<file path="config.mk">
export PLATFORM = sky130hd
export DESIGN_NAME = sha1_block_compression
export DESIGN_NICKNAME = d
export VERILOG_FILES = /design/src/design/sha1bc_pkg.sv /design/src/design/sha1_block_compression.sv /design/src/design/sha1bc_ctrl.sv /design/src/design/sha1bc_datapath.sv
export SDC_FILE = /design/constraint.sdc
export NUM_CORES = 2
export LEC_CHECK = 0
export BUFFER_PORTS_ARGS = -buffer_cell sky130_fd_sc_hd__buf_4
export CAP_MARGIN = 10
export CORE_AREA = 8 8 281 418
export CTS_BUF_LIST = sky130_fd_sc_hd__clkbuf_16
export DETAILED_ROUTE_END_ITERATION = 10
export DIE_AREA = 0 0 289 426
export HOLD_SLACK_MARGIN = 0.1
export PLACE_DENSITY = 0.73
export SYNTH_ARGS = -nofsm -noshare
export SYNTH_HDL_FRONTEND = slang
export SYNTH_SLANG_ARGS = --single-unit
</file>
<file path="constraint.sdc">
create_clock -name aclk -period 14.2 [get_ports aclk]
set_clock_uncertainty 0.15 [all_clocks]
set_input_delay 2.13 -clock aclk [delete_from_list [all_inputs] [get_ports aclk]]
set_output_delay 2.13 -clock aclk [all_outputs]
set_load 0.02 [all_outputs]
</file>
<file path="src/design/sha1bc_pkg.sv">
`timescale 1ns / 1ps

package sha1bc_pkg;

    localparam int WORD_W       = 32;
    localparam int BLOCK_WORDS  = 16;
    localparam int ROUNDS       = 80;
    localparam int DIGEST_WORDS = 5;
    localparam int WCNT_W       = 4;
    localparam int RCNT_W       = 7;
    localparam int IDX_W        = 3;

    typedef logic [WORD_W-1:0] word_t;

    // standard initial chaining value
    localparam word_t IV0 = 32'h67452301;
    localparam word_t IV1 = 32'hefcdab89;
    localparam word_t IV2 = 32'h98badcfe;
    localparam word_t IV3 = 32'h10325476;
    localparam word_t IV4 = 32'hc3d2e1f0;

    // round groups of twenty rounds each
    typedef enum logic [1:0] {
        STG_CHOOSE  = 2'd0,
        STG_PARITY1 = 2'd1,
        STG_MAJ     = 2'd2,
        STG_PARITY2 = 2'd3
    } stage_t;

    typedef enum logic [1:0] {
        ST_LOAD,
        ST_ROUND,
        ST_FINISH
    } state_t;

    // controller to datapath
    typedef struct packed {
        logic   shift_in;    // item accepted, shift word into schedule
        logic   restart;     // reload initial chaining value
        logic   round_en;    // run one round
        logic   first_round; // take round inputs from chaining value
        logic   use_sched;   // expand schedule word from window taps
        stage_t stage;
        logic   finish;      // fold working regs into chain, load output buffer
    } ctrl_cmd_t;

    // datapath to controller
    typedef struct packed {
        logic out_busy;
    } dp_status_t;

    function automatic word_t round_const(input stage_t stg);
        word_t k;
        unique case (stg)
            STG_CHOOSE:  k = 32'h5a827999;
            STG_PARITY1: k = 32'h6ed9eba1;
            STG_MAJ:     k = 32'h8f1bbcdc;
            STG_PARITY2: k = 32'hca62c1d6;
            default:     k = 32'h5a827999;
        endcase
        return k;
    endfunction

    function automatic word_t round_fn(input stage_t stg, input word_t b,
                                       input word_t c, input word_t d);
        word_t f;
        unique case (stg)
            STG_CHOOSE:  f = (b & c) | (~b & d);
            STG_MAJ:     f = (b & c) | (b & d) | (c & d);
            default:     f = b ^ c ^ d;
        endcase
        return f;
    endfunction

    function automatic word_t rotl(input word_t x, input int unsigned n);
        return (x << n) | (x >> (WORD_W - n));
    endfunction

endpackage

</file>
<file path="src/design/sha1_block_compression.sv">
`timescale 1ns / 1ps
// after the sixteenth word of a block is taken, the 80 rounds run, then a finish step
// (held while the output buffer still holds the previous digest) before the first digest
// item is offered; blocks of 16 items share the single round unit, so no new word is
// taken until the rounds and finish of the current block are done; digest items drain
// from an output buffer while the next block loads
// reset: aresetn synchronous active low, chaining value returns to the initial value
module sha1_block_compression (
    input  logic        aclk,
    input  logic        aresetn,
    input  logic        s_tvalid,
    output logic        s_tready,
    input  logic [31:0] s_tdata,   // [31:0] message_word
    input  logic        s_tuser,   // [0] new_message
    output logic        m_tvalid,
    input  logic        m_tready,
    output logic [39:0] m_tdata,   // [31:0] digest_word, [34:32] digest_index, zero fill
    output logic        m_tlast
);

    sha1bc_pkg::ctrl_cmd_t        cmd;
    sha1bc_pkg::dp_status_t       status;
    sha1bc_pkg::word_t            m_word;
    logic [sha1bc_pkg::IDX_W-1:0] m_index;

    sha1bc_ctrl u_ctrl (
        .aclk          (aclk),
        .aresetn       (aresetn),
        .s_tvalid      (s_tvalid),
        .s_new_message (s_tuser),
        .s_tready      (s_tready),
        .status        (status),
        .cmd           (cmd)
    );

    sha1bc_datapath u_dp (
        .aclk    (aclk),
        .aresetn (aresetn),
        .cmd     (cmd),
        .status  (status),
        .s_word  (s_tdata),
        .m_word  (m_word),
        .m_index (m_index),
        .m_valid (m_tvalid),
        .m_ready (m_tready)
    );

    // pack result item
    assign m_tdata = {5'b0, m_index, m_word};
    assign m_tlast = (m_index == sha1bc_pkg::IDX_W'(sha1bc_pkg::DIGEST_WORDS - 1));

endmodule

</file>
<file path="src/design/sha1bc_ctrl.sv">
`timescale 1ns / 1ps

module sha1bc_ctrl (
    input  logic                   aclk,
    input  logic                   aresetn,
    input  logic                   s_tvalid,
    input  logic                   s_new_message,
    output logic                   s_tready,
    input  sha1bc_pkg::dp_status_t status,
    output sha1bc_pkg::ctrl_cmd_t  cmd
);

    sha1bc_pkg::state_t state_reg, state_next;
    logic [sha1bc_pkg::WCNT_W-1:0] word_cnt_reg, word_cnt_next;
    logic [sha1bc_pkg::RCNT_W-1:0] round_cnt_reg, round_cnt_next;

    logic                          accept;
    logic [sha1bc_pkg::WCNT_W-1:0] word_pos;
    logic                          last_word;
    logic                          last_round;

    assign accept     = s_tvalid && (state_reg == sha1bc_pkg::ST_LOAD);
    assign word_pos   = s_new_message ? '0 : word_cnt_reg;
    assign last_word  = (word_pos == sha1bc_pkg::WCNT_W'(sha1bc_pkg::BLOCK_WORDS - 1));
    assign last_round = (round_cnt_reg == sha1bc_pkg::RCNT_W'(sha1bc_pkg::ROUNDS - 1));

    // next state and counters
    always_comb begin
        state_next     = state_reg;
        word_cnt_next  = word_cnt_reg;
        round_cnt_next = round_cnt_reg;
        unique case (state_reg)
            sha1bc_pkg::ST_LOAD: begin
                if (accept) begin
                    word_cnt_next = word_pos + 1'b1;
                    if (last_word) begin
                        state_next     = sha1bc_pkg::ST_ROUND;
                        round_cnt_next = '0;
                    end
                end
            end
            sha1bc_pkg::ST_ROUND: begin
                round_cnt_next = round_cnt_reg + 1'b1;
                if (last_round) begin
                    state_next     = sha1bc_pkg::ST_FINISH;
                    round_cnt_next = '0;
                end
            end
            sha1bc_pkg::ST_FINISH: begin
                if (!status.out_busy) begin
                    state_next = sha1bc_pkg::ST_LOAD;
                end
            end
            default: state_next = sha1bc_pkg::ST_LOAD;
        endcase
    end

    // outputs
    always_comb begin
        cmd             = '0;
        s_tready        = 1'b0;
        cmd.first_round = (round_cnt_reg == '0);
        cmd.use_sched   = (round_cnt_reg >= sha1bc_pkg::RCNT_W'(sha1bc_pkg::BLOCK_WORDS));
        if (round_cnt_reg < 7'd20) begin
            cmd.stage = sha1bc_pkg::STG_CHOOSE;
        end else if (round_cnt_reg < 7'd40) begin
            cmd.stage = sha1bc_pkg::STG_PARITY1;
        end else if (round_cnt_reg < 7'd60) begin
            cmd.stage = sha1bc_pkg::STG_MAJ;
        end else begin
            cmd.stage = sha1bc_pkg::STG_PARITY2;
        end
        unique case (state_reg)
            sha1bc_pkg::ST_LOAD: begin
                s_tready     = 1'b1;
                cmd.shift_in = accept;
                cmd.restart  = accept && s_new_message;
            end
            sha1bc_pkg::ST_ROUND: begin
                cmd.round_en = 1'b1;
            end
            sha1bc_pkg::ST_FINISH: begin
                cmd.finish = !status.out_busy;
            end
            default: ;
        endcase
    end

    always_ff @(posedge aclk) begin
        if (!aresetn) begin
            state_reg     <= sha1bc_pkg::ST_LOAD;
            word_cnt_reg  <= '0;
            round_cnt_reg <= '0;
        end else begin
            state_reg     <= state_next;
            word_cnt_reg  <= word_cnt_next;
            round_cnt_reg <= round_cnt_next;
        end
    end

endmodule

</file>
<file path="src/design/sha1bc_datapath.sv">
`timescale 1ns / 1ps

module sha1bc_datapath (
    input  logic                                aclk,
    input  logic                                aresetn,
    input  sha1bc_pkg::ctrl_cmd_t               cmd,
    output sha1bc_pkg::dp_status_t              status,
    input  sha1bc_pkg::word_t                   s_word,
    output sha1bc_pkg::word_t                   m_word,
    output logic [sha1bc_pkg::IDX_W-1:0]        m_index,
    output logic                                m_valid,
    input  logic                                m_ready
);

    localparam int NW = sha1bc_pkg::BLOCK_WORDS;
    localparam int ND = sha1bc_pkg::DIGEST_WORDS;

    sha1bc_pkg::word_t sched_reg [NW];
    sha1bc_pkg::word_t work_reg  [ND];
    sha1bc_pkg::word_t chain_reg [ND];
    sha1bc_pkg::word_t obuf_reg  [ND];
    logic [sha1bc_pkg::IDX_W-1:0] oidx_reg, oidx_next;
    logic                         ovalid_reg, ovalid_next;

    sha1bc_pkg::word_t iv [ND];
    sha1bc_pkg::word_t src [ND];
    sha1bc_pkg::word_t sum [ND];
    sha1bc_pkg::word_t w_cur;
    sha1bc_pkg::word_t tmp;
    logic              pop;

    assign iv[0] = sha1bc_pkg::IV0;
    assign iv[1] = sha1bc_pkg::IV1;
    assign iv[2] = sha1bc_pkg::IV2;
    assign iv[3] = sha1bc_pkg::IV3;
    assign iv[4] = sha1bc_pkg::IV4;

    // schedule word: oldest entry for the first sixteen rounds, then expanded
    assign w_cur = cmd.use_sched
                 ? sha1bc_pkg::rotl(sched_reg[13] ^ sched_reg[8] ^ sched_reg[2] ^ sched_reg[0], 1)
                 : sched_reg[0];

    // round inputs and new a value
    always_comb begin
        for (int i = 0; i < ND; i++) begin
            src[i] = cmd.first_round ? chain_reg[i] : work_reg[i];
            sum[i] = chain_reg[i] + work_reg[i];
        end
        tmp = sha1bc_pkg::rotl(src[0], 5)
            + sha1bc_pkg::round_fn(cmd.stage, src[1], src[2], src[3])
            + src[4] + w_cur + sha1bc_pkg::round_const(cmd.stage);
    end

    // schedule window as a shift line, words enter at the top
    always_ff @(posedge aclk) begin
        if (cmd.shift_in || cmd.round_en) begin
            for (int i = 0; i < NW - 1; i++) begin
                sched_reg[i] <= sched_reg[i+1];
            end
            sched_reg[NW-1] <= cmd.shift_in ? s_word : w_cur;
        end
    end

    // working registers
    always_ff @(posedge aclk) begin
        if (cmd.round_en) begin
            work_reg[0] <= tmp;
            work_reg[1] <= src[0];
            work_reg[2] <= sha1bc_pkg::rotl(src[1], 30);
            work_reg[3] <= src[2];
            work_reg[4] <= src[3];
        end
    end

    // chaining value
    always_ff @(posedge aclk) begin
        if (!aresetn) begin
            for (int i = 0; i < ND; i++) chain_reg[i] <= iv[i];
        end else if (cmd.restart) begin
            for (int i = 0; i < ND; i++) chain_reg[i] <= iv[i];
        end else if (cmd.finish) begin
            for (int i = 0; i < ND; i++) chain_reg[i] <= sum[i];
        end
    end

    // output buffer control
    assign pop = ovalid_reg && m_ready;

    always_comb begin
        oidx_next   = oidx_reg;
        ovalid_next = ovalid_reg;
        if (cmd.finish) begin
            oidx_next   = '0;
            ovalid_next = 1'b1;
        end else if (pop) begin
            oidx_next = oidx_reg + 1'b1;
            if (oidx_reg == sha1bc_pkg::IDX_W'(ND - 1)) begin
                ovalid_next = 1'b0;
            end
        end
    end

    always_ff @(posedge aclk) begin
        if (!aresetn) begin
            oidx_reg   <= '0;
            ovalid_reg <= 1'b0;
        end else begin
            oidx_reg   <= oidx_next;
            ovalid_reg <= ovalid_next;
        end
    end

    // output words shift down as they are taken
    always_ff @(posedge aclk) begin
        if (cmd.finish) begin
            for (int i = 0; i < ND; i++) obuf_reg[i] <= sum[i];
        end else if (pop) begin
            for (int i = 0; i < ND - 1; i++) obuf_reg[i] <= obuf_reg[i+1];
            obuf_reg[ND-1] <= obuf_reg[ND-1];
        end
    end

    assign m_word          = obuf_reg[0];
    assign m_index         = oidx_reg;
    assign m_valid         = ovalid_reg;
    assign status.out_busy = ovalid_reg;

endmodule
</file>
==> results.json <==
{
  "worstReg2RegStart": "u_ctrl.round_cnt_reg[4]",
  "r2r_slack_ps": 6790,
  "placementRows": 150,
  "min_to": "u_dp.sched_reg[10][1]",
  "synthTopCellsByArea": "edfxtp_1 60%, ha_1 5.6%, fa_1 4.3%",
  "fin_crit_ps": 7410,
  "crit_required_ps": 14500,
  "routed_wl_um": 122000,
  "die_y_um": 426,
  "grt_usage_pct": 19.6,
  "fmax_mhz": 135,
  "ys_warn_count": 0,
  "drc": 0,
  "wl_per_cell_um": 22.8,
  "startpoint_type": "flip-flop",
  "crit_path_end_kind": "flip-flop",
  "cts_hold_buf": 0,
  "antenna_found_initial": 3,
  "io_pins": 80,
  "synth_edf_count": 992,
  "worstSetupPathType": "reg -> reg",
  "ir_drop_mv": 0.0974,
  "tns_ps": 0,
  "grt_max_degree": 216,
  "die-area_um2": 123000,
  "antenna_left": 0,
  "rsz0062_at_grt": "false",
  "cpPeakStageDelay_ps": 640,
  "p_leak_nw": 19.4,
  "final_util_pct": 49.1,
  "layout_commonest_cell": "edfxtp_1",
  "grt-ovfl-total": 0,
  "syn_inst": 3775,
  "clkSinkCount": 1009,
  "cts_buffers": 90,
  "fill_cells": 9520,
  "cp_data_arrival_time_ps": 7720,
  "die_w_um": 289,
  "synth-seq-cells": 1009,
  "cts_post_setup_buffers_inserted": 0,
  "status": "finished, final reports clean",
  "maxSlewHeadroom_pct": 20.0,
  "hold-path-cell-count": 0,
  "start_util_pct": 44.6,
  "fin_nets": 4202,
  "finalSetupViolations": 0,
  "maxCapViolCount": 0,
  "syn_avg_cell_area_um2": 13.1,
  "htreeDepth": 3,
  "io_buffer_count": 74,
  "gp_congestion": 0.956,
  "synth_cell_types": 77,
  "p_per_area_nw_per_um2": 119,
  "tritoncts": "done",
  "synth_flop_cell": "edfxtp_1",
  "drt_iter0_markers": 2704,
  "crit_buf_inv": 2,
  "area_delta_synth_final_pct": 10.1,
  "critPathMaxFanout": 104,
  "regToRegEndpoint": "u_dp.work_reg[0][31]",
  "dp_hpwl_um": 86800,
  "vias": 30183,
  "reg2regPathDepth": 22,
  "cts_resized": 0,
  "vias_per_cell": 5.63,
  "cp_cell_sequence": "nor3_2, nand3_4, buf_12, mux2_1, ha_1, xnor2_1, o21ai_0, fa_1, fa_1, fa_1, inv_1, ha_1, a21o_1, a21oi_1, o21bai_1, a21o_1, a21oi_1, o21ai_1, o41ai_2, o21ai_1, a21oi_1, xnor2_1",
  "final_cell_mix": "992 x edfxtp_1, 330 x nand2_1, 239 x nor2_1",
  "final_layout_size_suffix_gt1_share_pct": 8.55,
  "hold_class": "reg -> reg",
  "largest_reg_flops": 512,
  "syn_area_um2": 49600,
  "min-delay-start": "u_dp.sched_reg[11][1]",
  "clk_latency_ps": 710,
  "crit_family": "compound AO/OA/AOI/OAI gates",
  "synth_top_area_share_pct": 60.1,
  "grt_pass1_wl_um": 182000,
  "finalHoldViolCount": 0,
  "period_share_pct": 52.2,
  "cts_buffer_depth": 3,
  "grt_pass1_vias": 30142,
  "async_reset_ff_share_pct": 0,
  "slowest_stage": "nand3_4",
  "core_area_um2": 111000,
  "maxSlewViolCount": 0,
  "yosysTopAreaCell": "edfxtp_1",
  "cts_root_buf": "clkbuf_16",
  "tightest_slew_ps": 1190,
  "drt-pass1-iter-count": 6,
  "yosysSeqAreaShare_pct": 60.8,
  "clk_pin_slew_ps": 70
}
## logic make-up after synthesis
group / after synthesis / share of synthesized area [%]
multiplexers: 199 / 4.29
AND/OR/NAND/NOR: 816 / 7.33
flip-flops: 1009 / 60.8
other: 1 / 0.00756
buffers and inverters: 365 / 3.06
XOR/XNOR: 293 / 5.18
adder cells (fa/ha/maj): 326 / 9.83
AO/OA/AOI/OAI: 766 / 9.54
## per-layer routing
layer | up-vias | global-route usage [%] | share of wire, %
li1 | 13802 | - | -
met1 | 14908 | 23.0 | 38
met2 | 1127 | 32.6 | 48
met3 | 346 | 2.95 | 5.9
met4 | 0 | 14.2 | 8.1
met5 | - | 0 | 0
## how the worst max path moves through the flow
stage / from / endpoint / slack [ps] / depth (start not counted)
after global routing: u_ctrl.round_cnt_reg[4] / u_dp.work_reg[0][31] / 6390 / 24
after CTS: u_ctrl.round_cnt_reg[4] / u_dp.work_reg[0][31] / 6760 / 22
final: u_ctrl.round_cnt_reg[4] / u_dp.work_reg[0][31] / 6790 / 22
after floorplan: s_tvalid / u_dp.sched_reg[0][0] / 5050 / 2
after global placement: u_ctrl.round_cnt_reg[4] / u_dp.work_reg[0][31] / 6990 / 22
after detailed placement: u_ctrl.round_cnt_reg[4] / u_dp.work_reg[0][31] / 6790 / 22
## cell type report
cell class	instances	area, um^2	area share, %
clock buffer	91	2280	4.17
timing repair buffer	105	813	1.49
tap	1444	1810	3.31
sequential	1009	30100	55.2
antenna	1	2.50	0.00458
inverter	228	861	1.58
clock inverter	78	692	1.27
multi-input combinational	2405	18000	33.0
## stage by stage
stage / instances / worst slack [ps] / area (um^2) / power, mW / hold WS [ps]
final: 5361 / 6790 / 54600 / 6.48 / 261
after global routing: 5361 / 6390 / 54600 / 6.68 / 267
after CTS: 5360 / 6760 / 54600 / 6.53 / 260
after detailed placement: 5191 / 6790 / 51600 / 4.06 / 255
after global placement: 5191 / 6990 / 51600 / 4.05 / 250
after floorplan: 3779 / 5050 / 49600 / 3.91 / 250
## worst register-to-register path, delay by kind of cell (launching register included)
family / cells / cell delay [ps]
AO/OA/AOI/OAI: 10 / 2250
adder cells (fa/ha/maj): 5 / 2110
AND/OR/NAND/NOR: 2 / 930
buffers and inverters: 2 / 570
multiplexers: 1 / 560
flip-flops: 1 / 380
XOR/XNOR: 2 / 230
## report_power, final
part	leakage, nW	internal, mW	switching, mW	total [mW]
sequential	9.44	3.40	0.0433	3.44
combinational	8.53	0.221	0.343	0.565
clock	1.45	1.33	1.14	2.47
total	19.4	4.95	1.52	6.48
## synthesized netlist by cell type, types with 64 or more instances
library cell,count
edfxtp_1,992
nand2_1,333
nor2_1,239
xnor2_1,227
inv_1,221
ha_1,220
a21oi_1,197
o21ai_0,183
fa_1,106
mux2i_1,91
clkbuf_1,81
o21ai_1,81
a21o_1,79
xor2_1,66
mux2_2,64
nand2b_1,64
(Power assumes the default switching activity.)
